===== src/rtl/midi_track_event_parser_top_defines.svh =====
// Assertion macros for the MIDI track event parser.
// Included by midi_track_event_parser_top.sv; depends on nothing else.
`ifndef MIDI_TRACK_EVENT_PARSER_TOP_DEFINES_SVH
`define MIDI_TRACK_EVENT_PARSER_TOP_DEFINES_SVH

// Same-cycle implication, disabled while reset is asserted.
`define MTEP_ASSERT_NOW(label, clk_s, rstn_s, ante, cons, msg) \
    label: assert property (@(posedge clk_s) disable iff (!(rstn_s)) (ante) |-> (cons)) \
        else $error(msg);

// Next-cycle implication, disabled while reset is asserted.
`define MTEP_ASSERT_NEXT(label, clk_s, rstn_s, ante, cons, msg) \
    label: assert property (@(posedge clk_s) disable iff (!(rstn_s)) (ante) |=> (cons)) \
        else $error(msg);

`endif


===== src/rtl/mtep_pkg.sv =====
// Types and constants for the MIDI track event parser.
// Used by midi_track_event_parser_top.sv; depends on nothing.
package mtep_pkg;

    // Parser phase within one track event.
    typedef enum logic [3:0] {
        PH_DELTA,
        PH_STATUS,
        PH_META_TYPE,
        PH_META_LEN,
        PH_SYSEX_LEN,
        PH_SKIP,
        PH_DATA1,
        PH_DATA2,
        PH_HALT
    } phase_t;

    // Kind of a result transfer.
    typedef enum logic [1:0] {
        KIND_NOTE,
        KIND_TEMPO,
        KIND_NO_RUNNING,
        KIND_UNSUPPORTED
    } kind_t;

    // Status bytes and status classes.
    localparam logic [7:0] ST_META        = 8'hff;
    localparam logic [7:0] ST_SYSEX       = 8'hf0;
    localparam logic [7:0] ST_SYSEX_ESC   = 8'hf7;
    localparam logic [3:0] CLS_NOTE_OFF   = 4'h8;
    localparam logic [3:0] CLS_NOTE_ON    = 4'h9;
    localparam logic [3:0] CLS_CONTROL    = 4'hb;
    localparam logic [3:0] CLS_PROGRAM    = 4'hc;
    localparam logic [3:0] CLS_PRESSURE   = 4'hd;
    localparam logic [3:0] CLS_SYSTEM     = 4'hf;

    // Meta type of Set Tempo, its payload length, and the bank select controllers.
    localparam logic [7:0]  META_TEMPO    = 8'h51;
    localparam logic [31:0] TEMPO_LEN     = 32'd3;
    localparam logic [7:0]  CTRL_BANK_MSB = 8'd0;
    localparam logic [7:0]  CTRL_BANK_LSB = 8'd32;

    // One result item.
    typedef struct packed {
        kind_t        kind;
        logic [31:0]  tick;
        logic [7:0]   note;
        logic [7:0]   velocity;
        logic         note_on;
        logic [3:0]   channel;
        logic [7:0]   program_num;
        logic [14:0]  bank;
        logic [23:0]  tempo;
    } result_t;

endpackage


===== src/rtl/midi_track_event_parser_top.sv =====
// MIDI track event parser, top level; uses mtep_pkg and the assertion macros
// in midi_track_event_parser_top_defines.svh.
//
// Usage: the slave channel carries the body bytes of a standard MIDI file
// track, one byte per transfer in s_tdata, with s_tuser high on the first
// byte of a track; that byte clears tick, running status and the per-channel
// program and bank latches before it is parsed. The master channel carries
// at most one result per byte: note on/off events with tick, channel,
// program and bank, Set Tempo values, or an error kind after which bytes are
// ignored until the next track start.
// Each result is registered in the output register or, while that waits, in
// the skid register. Throughput: one byte per cycle unless s_tready is low;
// the whole parse step is one pass of logic between the state registers and
// the output register. Stalls: an output register and a skid register hold
// up to two results, so a byte is taken in the cycle a result waits;
// s_tready falls only when both are full. After reset the parser expects a
// delta time at tick zero and both output registers are empty.

`include "midi_track_event_parser_top_defines.svh"

module midi_track_event_parser_top
(
    input  logic         clk,
    input  logic         rst_n,
    input  logic         s_tvalid,
    output logic         s_tready,
    input  logic [7:0]   s_tdata,   // data_byte
    input  logic [0:0]   s_tuser,   // track_start
    output logic         m_tvalid,
    input  logic         m_tready,
    // event_tick, note_number, note_velocity, note_on, midi_channel,
    // program_number, bank_number, quarter_note_us, zero fill
    output logic [103:0] m_tdata,
    output logic [1:0]   m_tuser    // event_kind
);

    // Parser state.
    mtep_pkg::phase_t phase_reg, phase_next;
    logic [31:0] tick_reg, tick_next;
    logic [31:0] varlen_reg, varlen_next;
    logic [7:0]  last_status_reg, last_status_next;
    logic        last_valid_reg, last_valid_next;
    logic [7:0]  cur_status_reg, cur_status_next;
    logic [7:0]  first_data_reg, first_data_next;
    logic [7:0]  meta_type_reg, meta_type_next;
    logic [31:0] skip_reg, skip_next;
    logic [23:0] tempo_reg, tempo_next;
    logic        tempo_on_reg, tempo_on_next;

    // Per-channel latches.
    logic [7:0] prog_reg [16];
    logic [7:0] bank_hi_reg [16];
    logic [7:0] bank_lo_reg [16];

    // Output register and skid register.
    mtep_pkg::result_t out_reg, out_next, skid_reg, skid_next;
    logic out_valid_reg, out_valid_next, skid_valid_reg, skid_valid_next;

    logic        accept, start;
    logic [7:0]  b;
    mtep_pkg::phase_t phase_c;
    logic [31:0] tick_c, varlen_c;
    logic        last_valid_c, tempo_on_c;

    // Step results.
    logic              res_valid;
    mtep_pkg::result_t res;
    logic              prog_we, bank_hi_we, bank_lo_we;
    logic [3:0]        wr_ch;

    // Helpers inside the step.
    logic        do_len, len_meta, do_d1, running;
    logic [7:0]  d1_status, st;
    logic [31:0] acc, len_acc;

    assign s_tready = !skid_valid_reg;
    assign accept   = s_tvalid && s_tready;
    assign start    = s_tuser[0];
    assign b        = s_tdata;

    // A track start returns the state to its reset values before the byte is parsed.
    assign phase_c      = start ? mtep_pkg::PH_DELTA : phase_reg;
    assign tick_c       = start ? 32'd0 : tick_reg;
    assign varlen_c     = start ? 32'd0 : varlen_reg;
    assign last_valid_c = start ? 1'b0 : last_valid_reg;
    assign tempo_on_c   = start ? 1'b0 : tempo_on_reg;

    // One parse step for the byte on the slave channel.
    always_comb
    begin
        phase_next       = phase_c;
        tick_next        = tick_c;
        varlen_next      = varlen_c;
        last_status_next = start ? 8'd0 : last_status_reg;
        last_valid_next  = last_valid_c;
        cur_status_next  = start ? 8'd0 : cur_status_reg;
        first_data_next  = start ? 8'd0 : first_data_reg;
        meta_type_next   = start ? 8'd0 : meta_type_reg;
        skip_next        = start ? 32'd0 : skip_reg;
        tempo_next       = start ? 24'd0 : tempo_reg;
        tempo_on_next    = tempo_on_c;
        res_valid        = 1'b0;
        res              = '0;
        res.tick         = tick_c;
        prog_we          = 1'b0;
        bank_hi_we       = 1'b0;
        bank_lo_we       = 1'b0;
        wr_ch            = cur_status_reg[3:0];
        do_len           = 1'b0;
        len_meta         = 1'b0;
        do_d1            = 1'b0;
        d1_status        = cur_status_reg;
        running          = !b[7];
        st               = last_status_reg;
        acc              = {varlen_c[24:0], b[6:0]};
        len_acc          = 32'd0;

        case (phase_c)
            mtep_pkg::PH_DELTA:
            begin
                if (b[7])
                begin
                    varlen_next = acc;
                end
                else
                begin
                    tick_next   = tick_c + acc;
                    varlen_next = 32'd0;
                    phase_next  = mtep_pkg::PH_STATUS;
                end
            end
            mtep_pkg::PH_STATUS:
            begin
                if (!running)
                begin
                    last_status_next = b;
                    last_valid_next  = 1'b1;
                    st               = b;
                end
                if (running && !last_valid_c)
                begin
                    phase_next = mtep_pkg::PH_HALT;
                    res_valid  = 1'b1;
                    res.kind   = mtep_pkg::KIND_NO_RUNNING;
                end
                else
                begin
                    cur_status_next = st;
                    if (st == mtep_pkg::ST_META)
                    begin
                        varlen_next = 32'd0;
                        if (running)
                        begin
                            meta_type_next = b;
                            phase_next     = mtep_pkg::PH_META_LEN;
                        end
                        else
                        begin
                            phase_next = mtep_pkg::PH_META_TYPE;
                        end
                    end
                    else if (st == mtep_pkg::ST_SYSEX || st == mtep_pkg::ST_SYSEX_ESC)
                    begin
                        varlen_next    = 32'd0;
                        meta_type_next = 8'd0;
                        phase_next     = mtep_pkg::PH_SYSEX_LEN;
                        do_len         = running;
                    end
                    else if (st[7:4] == mtep_pkg::CLS_SYSTEM)
                    begin
                        phase_next = mtep_pkg::PH_HALT;
                        res_valid  = 1'b1;
                        res.kind   = mtep_pkg::KIND_UNSUPPORTED;
                    end
                    else if (running)
                    begin
                        do_d1     = 1'b1;
                        d1_status = st;
                    end
                    else
                    begin
                        phase_next = mtep_pkg::PH_DATA1;
                    end
                end
            end
            mtep_pkg::PH_META_TYPE:
            begin
                meta_type_next = b;
                varlen_next    = 32'd0;
                phase_next     = mtep_pkg::PH_META_LEN;
            end
            mtep_pkg::PH_META_LEN:
            begin
                do_len   = 1'b1;
                len_meta = 1'b1;
            end
            mtep_pkg::PH_SYSEX_LEN:
            begin
                do_len = 1'b1;
            end
            mtep_pkg::PH_SKIP:
            begin
                if (tempo_on_c)
                begin
                    tempo_next = {tempo_reg[15:0], b};
                end
                skip_next = skip_reg - 32'd1;
                if (skip_next == 32'd0)
                begin
                    phase_next = mtep_pkg::PH_DELTA;
                    if (tempo_on_c)
                    begin
                        tempo_on_next = 1'b0;
                        res_valid     = 1'b1;
                        res.kind      = mtep_pkg::KIND_TEMPO;
                        res.tempo     = tempo_next;
                    end
                end
            end
            mtep_pkg::PH_DATA1:
            begin
                do_d1 = 1'b1;
            end
            mtep_pkg::PH_DATA2:
            begin
                phase_next = mtep_pkg::PH_DELTA;
                if (cur_status_reg[7:4] == mtep_pkg::CLS_NOTE_OFF ||
                    cur_status_reg[7:4] == mtep_pkg::CLS_NOTE_ON)
                begin
                    res_valid       = 1'b1;
                    res.kind        = mtep_pkg::KIND_NOTE;
                    res.note        = first_data_reg;
                    res.velocity    = b;
                    res.note_on     = (cur_status_reg[7:4] == mtep_pkg::CLS_NOTE_ON) &&
                                      (b != 8'd0);
                    res.channel     = cur_status_reg[3:0];
                    res.program_num = prog_reg[cur_status_reg[3:0]];
                    res.bank        = {bank_hi_reg[cur_status_reg[3:0]], 7'd0} |
                                      {7'd0, bank_lo_reg[cur_status_reg[3:0]]};
                end
                else if (cur_status_reg[7:4] == mtep_pkg::CLS_CONTROL)
                begin
                    bank_hi_we = (first_data_reg == mtep_pkg::CTRL_BANK_MSB);
                    bank_lo_we = (first_data_reg == mtep_pkg::CTRL_BANK_LSB);
                end
            end
            default:
            begin
                phase_next = phase_c;
            end
        endcase

        // First data byte of a channel message.
        if (do_d1)
        begin
            wr_ch = d1_status[3:0];
            if (d1_status[7:4] == mtep_pkg::CLS_PROGRAM)
            begin
                prog_we    = 1'b1;
                phase_next = mtep_pkg::PH_DELTA;
            end
            else if (d1_status[7:4] == mtep_pkg::CLS_PRESSURE)
            begin
                phase_next = mtep_pkg::PH_DELTA;
            end
            else
            begin
                first_data_next = b;
                phase_next      = mtep_pkg::PH_DATA2;
            end
        end

        // Length byte of a meta or sysex event; its last byte starts any nonzero skip.
        if (do_len)
        begin
            len_acc = {varlen_next[24:0], b[6:0]};
            if (b[7])
            begin
                varlen_next = len_acc;
            end
            else
            begin
                varlen_next   = 32'd0;
                tempo_next    = 24'd0;
                tempo_on_next = len_meta && (meta_type_next == mtep_pkg::META_TEMPO) &&
                                (len_acc == mtep_pkg::TEMPO_LEN);
                skip_next     = len_acc;
                phase_next    = (len_acc == 32'd0) ? mtep_pkg::PH_DELTA : mtep_pkg::PH_SKIP;
            end
        end
    end

    // Parser state registers.
    always_ff @(posedge clk or negedge rst_n)
    begin
        if (!rst_n)
        begin
            phase_reg       <= mtep_pkg::PH_DELTA;
            tick_reg        <= 32'd0;
            varlen_reg      <= 32'd0;
            last_status_reg <= 8'd0;
            last_valid_reg  <= 1'b0;
            cur_status_reg  <= 8'd0;
            first_data_reg  <= 8'd0;
            meta_type_reg   <= 8'd0;
            skip_reg        <= 32'd0;
            tempo_reg       <= 24'd0;
            tempo_on_reg    <= 1'b0;
        end
        else if (accept)
        begin
            phase_reg       <= phase_next;
            tick_reg        <= tick_next;
            varlen_reg      <= varlen_next;
            last_status_reg <= last_status_next;
            last_valid_reg  <= last_valid_next;
            cur_status_reg  <= cur_status_next;
            first_data_reg  <= first_data_next;
            meta_type_reg   <= meta_type_next;
            skip_reg        <= skip_next;
            tempo_reg       <= tempo_next;
            tempo_on_reg    <= tempo_on_next;
        end
    end

    // Per-channel program and bank latches, cleared at reset and at track start.
    always_ff @(posedge clk or negedge rst_n)
    begin
        if (!rst_n)
        begin
            for (int i = 0; i < 16; i++)
            begin
                prog_reg[i]    <= 8'd0;
                bank_hi_reg[i] <= 8'd0;
                bank_lo_reg[i] <= 8'd0;
            end
        end
        else if (accept)
        begin
            if (start)
            begin
                for (int i = 0; i < 16; i++)
                begin
                    prog_reg[i]    <= 8'd0;
                    bank_hi_reg[i] <= 8'd0;
                    bank_lo_reg[i] <= 8'd0;
                end
            end
            else
            begin
                if (prog_we)
                begin
                    prog_reg[wr_ch] <= b;
                end
                if (bank_hi_we)
                begin
                    bank_hi_reg[wr_ch] <= b;
                end
                if (bank_lo_we)
                begin
                    bank_lo_reg[wr_ch] <= b;
                end
            end
        end
    end

    // Output and skid register control.
    always_comb
    begin
        out_next        = out_reg;
        skid_next       = skid_reg;
        out_valid_next  = out_valid_reg;
        skid_valid_next = skid_valid_reg;
        if (!out_valid_reg || m_tready)
        begin
            if (skid_valid_reg)
            begin
                out_next        = skid_reg;
                out_valid_next  = 1'b1;
                skid_valid_next = 1'b0;
            end
            else if (accept && res_valid)
            begin
                out_next       = res;
                out_valid_next = 1'b1;
            end
            else
            begin
                out_valid_next = 1'b0;
            end
        end
        else if (accept && res_valid)
        begin
            skid_next       = res;
            skid_valid_next = 1'b1;
        end
    end

    always_ff @(posedge clk or negedge rst_n)
    begin
        if (!rst_n)
        begin
            out_valid_reg  <= 1'b0;
            skid_valid_reg <= 1'b0;
        end
        else
        begin
            out_valid_reg  <= out_valid_next;
            skid_valid_reg <= skid_valid_next;
        end
    end

    always_ff @(posedge clk)
    begin
        out_reg  <= out_next;
        skid_reg <= skid_next;
    end

    // Master channel.
    assign m_tvalid = out_valid_reg;
    assign m_tuser  = out_reg.kind;
    assign m_tdata  = {4'd0, out_reg.tempo, out_reg.bank, out_reg.program_num,
                       out_reg.channel, out_reg.note_on, out_reg.velocity, out_reg.note,
                       out_reg.tick};

    // Checks.
    `MTEP_ASSERT_NOW(a_skid_behind_out, clk, rst_n, skid_valid_reg, out_valid_reg, "skid register full while output register empty")
    `MTEP_ASSERT_NEXT(a_halt_holds, clk, rst_n, accept && !s_tuser[0] && phase_reg == mtep_pkg::PH_HALT, phase_reg == mtep_pkg::PH_HALT, "parser left halt without a track start")
    `MTEP_ASSERT_NEXT(a_start_leaves_halt, clk, rst_n, accept && s_tuser[0], phase_reg != mtep_pkg::PH_HALT, "track start byte did not clear halt")
    `MTEP_ASSERT_NOW(a_note_on_velocity, clk, rst_n, out_valid_reg && out_reg.note_on, out_reg.velocity != 8'd0 && out_reg.kind == mtep_pkg::KIND_NOTE, "note on flagged with zero velocity")

endmodule

===== config.mk =====
export PLATFORM = sky130hd
export DESIGN_NAME = midi_track_event_parser_top
export DESIGN_NICKNAME = d
export VERILOG_FILES = /design/src/rtl/mtep_pkg.sv /design/src/rtl/midi_track_event_parser_top.sv
export VERILOG_INCLUDE_DIRS = /design/src /design/src/rtl
export SDC_FILE = /design/constraint.sdc
export NUM_CORES = 1
export LEC_CHECK = 0
export ABC_AREA = 0
export BUFFER_PORTS_ARGS = -buffer_cell sky130_fd_sc_hd__buf_2
export CORE_MARGIN = 2
export CORE_UTILIZATION = 60
export DETAILED_ROUTE_END_ITERATION = 6
export PLACE_DENSITY = 0.78
export SLEW_MARGIN = 5
export SYNTH_ARGS = -nofsm -noshare
export SYNTH_HDL_FRONTEND = slang
export SYNTH_SLANG_ARGS = --single-unit

===== constraint.sdc =====
create_clock -name clk -period 10.76 [get_ports clk]
set_input_delay 0.538 -clock clk [delete_from_list [all_inputs] [get_ports clk]]
set_output_delay 0.538 -clock clk [all_outputs]
set_load 0.01 [all_outputs]

==> out/metrics.cfg <==
[cells_and_area]
syn_to_final_growth_pct=9.281
fillers=4654
nNetsFinal=3558
fin_area_um2=41470
antenna_cells=0
layout-drive-gt1-share_pct=16.88
fin_cells=4418

[place]
placed_cells=4278
routabilityCongestion=0.9448
io_buffers=116
placed_cell_area_um2=38870
dpl.hpwl_um=60640

[clock_network]
h-tree-depth=3
clkSlewWorstSetupHoldPaths_ps=60
clockBufferDepth=3
cts.sinks=733
worstSkewPairLatency_ps=650
post_cts_buffers=0
cts_tree=yes
numCtsBuffers=76
cts-root-buf=clkbuf_16

[grt]
grt_pass1_wl_um=158700
grtUsageTotal_pct=29.98
grt_max_degree=249
grt_overflow=0
antenna_found_initial=0
grt_pass1_vias=28180

[timing]
finalMaxSlewViolations=0
worst-slew-pin-transition_ps=1071
hold_viol=0
period_needed_ps=5330
skew_ps=49.24
maxSlewHeadroom_pct=28.60
setup_violations=0
max_freq_ghz=0.1876
rsz0062_at_grt=false
hold_slack_ps=368.8
fin_setup_tns_ps=0
finalCritPeriodShare_pct=49.53

[synth]
ys.flop_type=dfrtp_1
netlist_area_um2=37950
yosysTopAreaCell=dfrtp_1
synth.distinct_cells=92
seq_area_frac_synth_pct=51.02
async_flop_share_pct=72.17
synthTopCellsByArea=dfrtp_1, edfxtp_1, a22oi_1
synth-edff-count=204
ys_ff_latch=733
syn_avg_cell_area_um2=10.65
netlist_instances=3563
yosysTopAreaCellShare_pct=34.88
yosysWarnings=0

[power_and_ir_drop]
power.leakage_nw=17.25
power_frac_comb_pct=23.3
netSwitchingPower_mw=2.667
powerDensity_nw_per_um2=201.6
p_clk_share_pct=32.7
ir_drop_uv=127.6
switching_share_pct=31.91
power_frac_seq_pct=44.0
internal_power_mw=5.693

[drt]
wl_per_cell_um=22.41
routed_wl_um=98990
first_pass_iters=6
ant_nets=0
vias=29220
drcViolationCount=0
avgViaCountPerCell=6.614
drt_iter0_markers=3748

[critical_path]
timing.rr.start=skip_reg[0]$_DFFE_PN0P_
endpoint_kind=flop
startpoint_type=flop
worstPathRequired_ps=11030
cp_max_fo=51
crit_type=reg -> reg
arrival_ps=5600
rr_worst_depth=12
r2r-end=skid_reg[37]$_DFFE_PP_
reg2reg_slack_ps=5430

[floorplanning]
die-area_um2=65280
die_h_um=255.5
core_area_um2=62850
io-pin-count=121
start_util_pct=60.38
die_w_um=255.5
core.rowCount=92

[run]
cap_violations=0

[worst_hold_path]
worstHoldEndpoint=skid_valid_reg$_DFFE_PN0P_
worstHoldPathCells=3
hold_path_class=in -> reg
worstHoldStart=m_tready

[outcome]
status=finished clean

## what timing repair did
action | in CTS | in global routing
hold buffers | 1 | 0
gates resized for setup | 0 | 0
endpoints found under the hold margin | 59 | 0
## cell usage after synthesis, drive strengths merged, types with 41 or more instances
master  number
a21oi      100
a22o        60
mux2        99
dfrtp      529
edfxtp     204
mux4       111
o21ai      490
nand2      538
nor2b       58
clkbuf     215
nor3        41
and2        67
nor2       178
a22oi      402
buf         79
## critical path, stage by stage, from the launching register on
cell,delay (ps)
dfrtp_1,400
inv_1,100
ha_1,250
nor4b_1,510
nand2_1,340
o41ai_1,420
a21oi_1,180
nor4_4,450
and2b_2,460
o221ai_2,270
nor2_4,330
buf_4,550
buf_4,650
## logic make-up after synthesis
logic type      share of synthesized area, %
mux                                    9.815
other cells                         0.009881
simple gates                           13.22
compound gates                         20.62
xor+xnor                              0.7385
flops                                  51.02
fa+ha+maj                              1.141
buf+inv                                3.426
## power by group through the flow
stage          combinational (mW)  clock (mW)  sequential [mW]
6_report                     1.95        2.73             3.68
5_1_grt                      2.15        2.87             3.73
4_1_cts                      1.94        2.76             3.66
3_5_place_dp                 1.93           0             3.71
3_3_place_gp                 1.88           0             3.69
2_1_floorplan                1.51           0             3.55
## placed cells by master (no fill, tap or decap), types with 13 or more instances in the layout
master / n
nand2b_1: 17
nor2b_1: 57
nor4_1: 16
o21ai_0: 409
ha_1: 33
inv_1: 25
clkbuf_16: 77
nand3_1: 25
a221oi_1: 16
mux2_2: 99
edfxtp_1: 204
buf_2: 113
dfrtp_1: 526
xor2_1: 15
o21ai_1: 74
nand2_1: 520
nor2_2: 21
a21oi_1: 100
nand4_1: 14
nor2_1: 127
a22o_1: 60
mux4_2: 111
nor3_1: 39
clkinv_2: 13
and2_1: 67
a21o_1: 22
a22oi_1: 402
nand2_2: 17
nor2_4: 20
buf_4: 41
xnor2_1: 17
## per-stage QoR
step / total power [mW] / setup slack (ps) / util (%)
after floorplan: 5.062 / 2600 / -
after global placement: 5.563 / 5441 / 61.85
after detailed placement: 5.632 / 5347 / 61.85
after CTS: 8.355 / 5411 / 65.99
after global routing: 8.750 / 4982 / 65.99
final: 8.360 / 5430 / 65.99
## layer usage
layer,vias to the layer above,track usage (%),wire length (um)
li1,13190,-,-
met1,14440,43.19,41680
met2,1392,47.34,46890
met3,194,4.437,7817
met4,0,9.812,2605
met5,-,0,0
## cell type report
| class | instances | area, um2 | share of cell area, % |
|---|---|---|---|
| Tap cell | 846 | 1059 | 2.552 |
| Clock inverter | 39 | 454.2 | 1.095 |
| Multi-Input combinational cell | 2513 | 17360 | 41.86 |
| Clock buffer | 100 | 2133 | 5.144 |
| Sequential cell | 733 | 19370 | 46.71 |
| Inverter | 26 | 100.1 | 0.2414 |
| Timing Repair Buffer | 161 | 993.5 | 2.395 |
## worst max path at each step
stage                                  from                       to  slack [ps]  cells after the start
detailed placement               s_tdata[7]  prog_reg[3]$_DFFE_PN0P_        5350                     11
global route        skip_reg[0]$_DFFE_PN0P_   skid_reg[37]$_DFFE_PP_        4980                     12
CTS                 skip_reg[0]$_DFFE_PN0P_   skid_reg[37]$_DFFE_PP_        5410                     12
finish              skip_reg[0]$_DFFE_PN0P_   skid_reg[37]$_DFFE_PP_        5430                     12
global placement                 s_tdata[7]  prog_reg[2]$_DFFE_PN0P_        5440                     11
floorplan           skip_reg[0]$_DFFE_PN0P_     m_tdata[0]$_DFFE_PP_        2600                     13
Note: power is estimated with default switching activity, not from simulation.
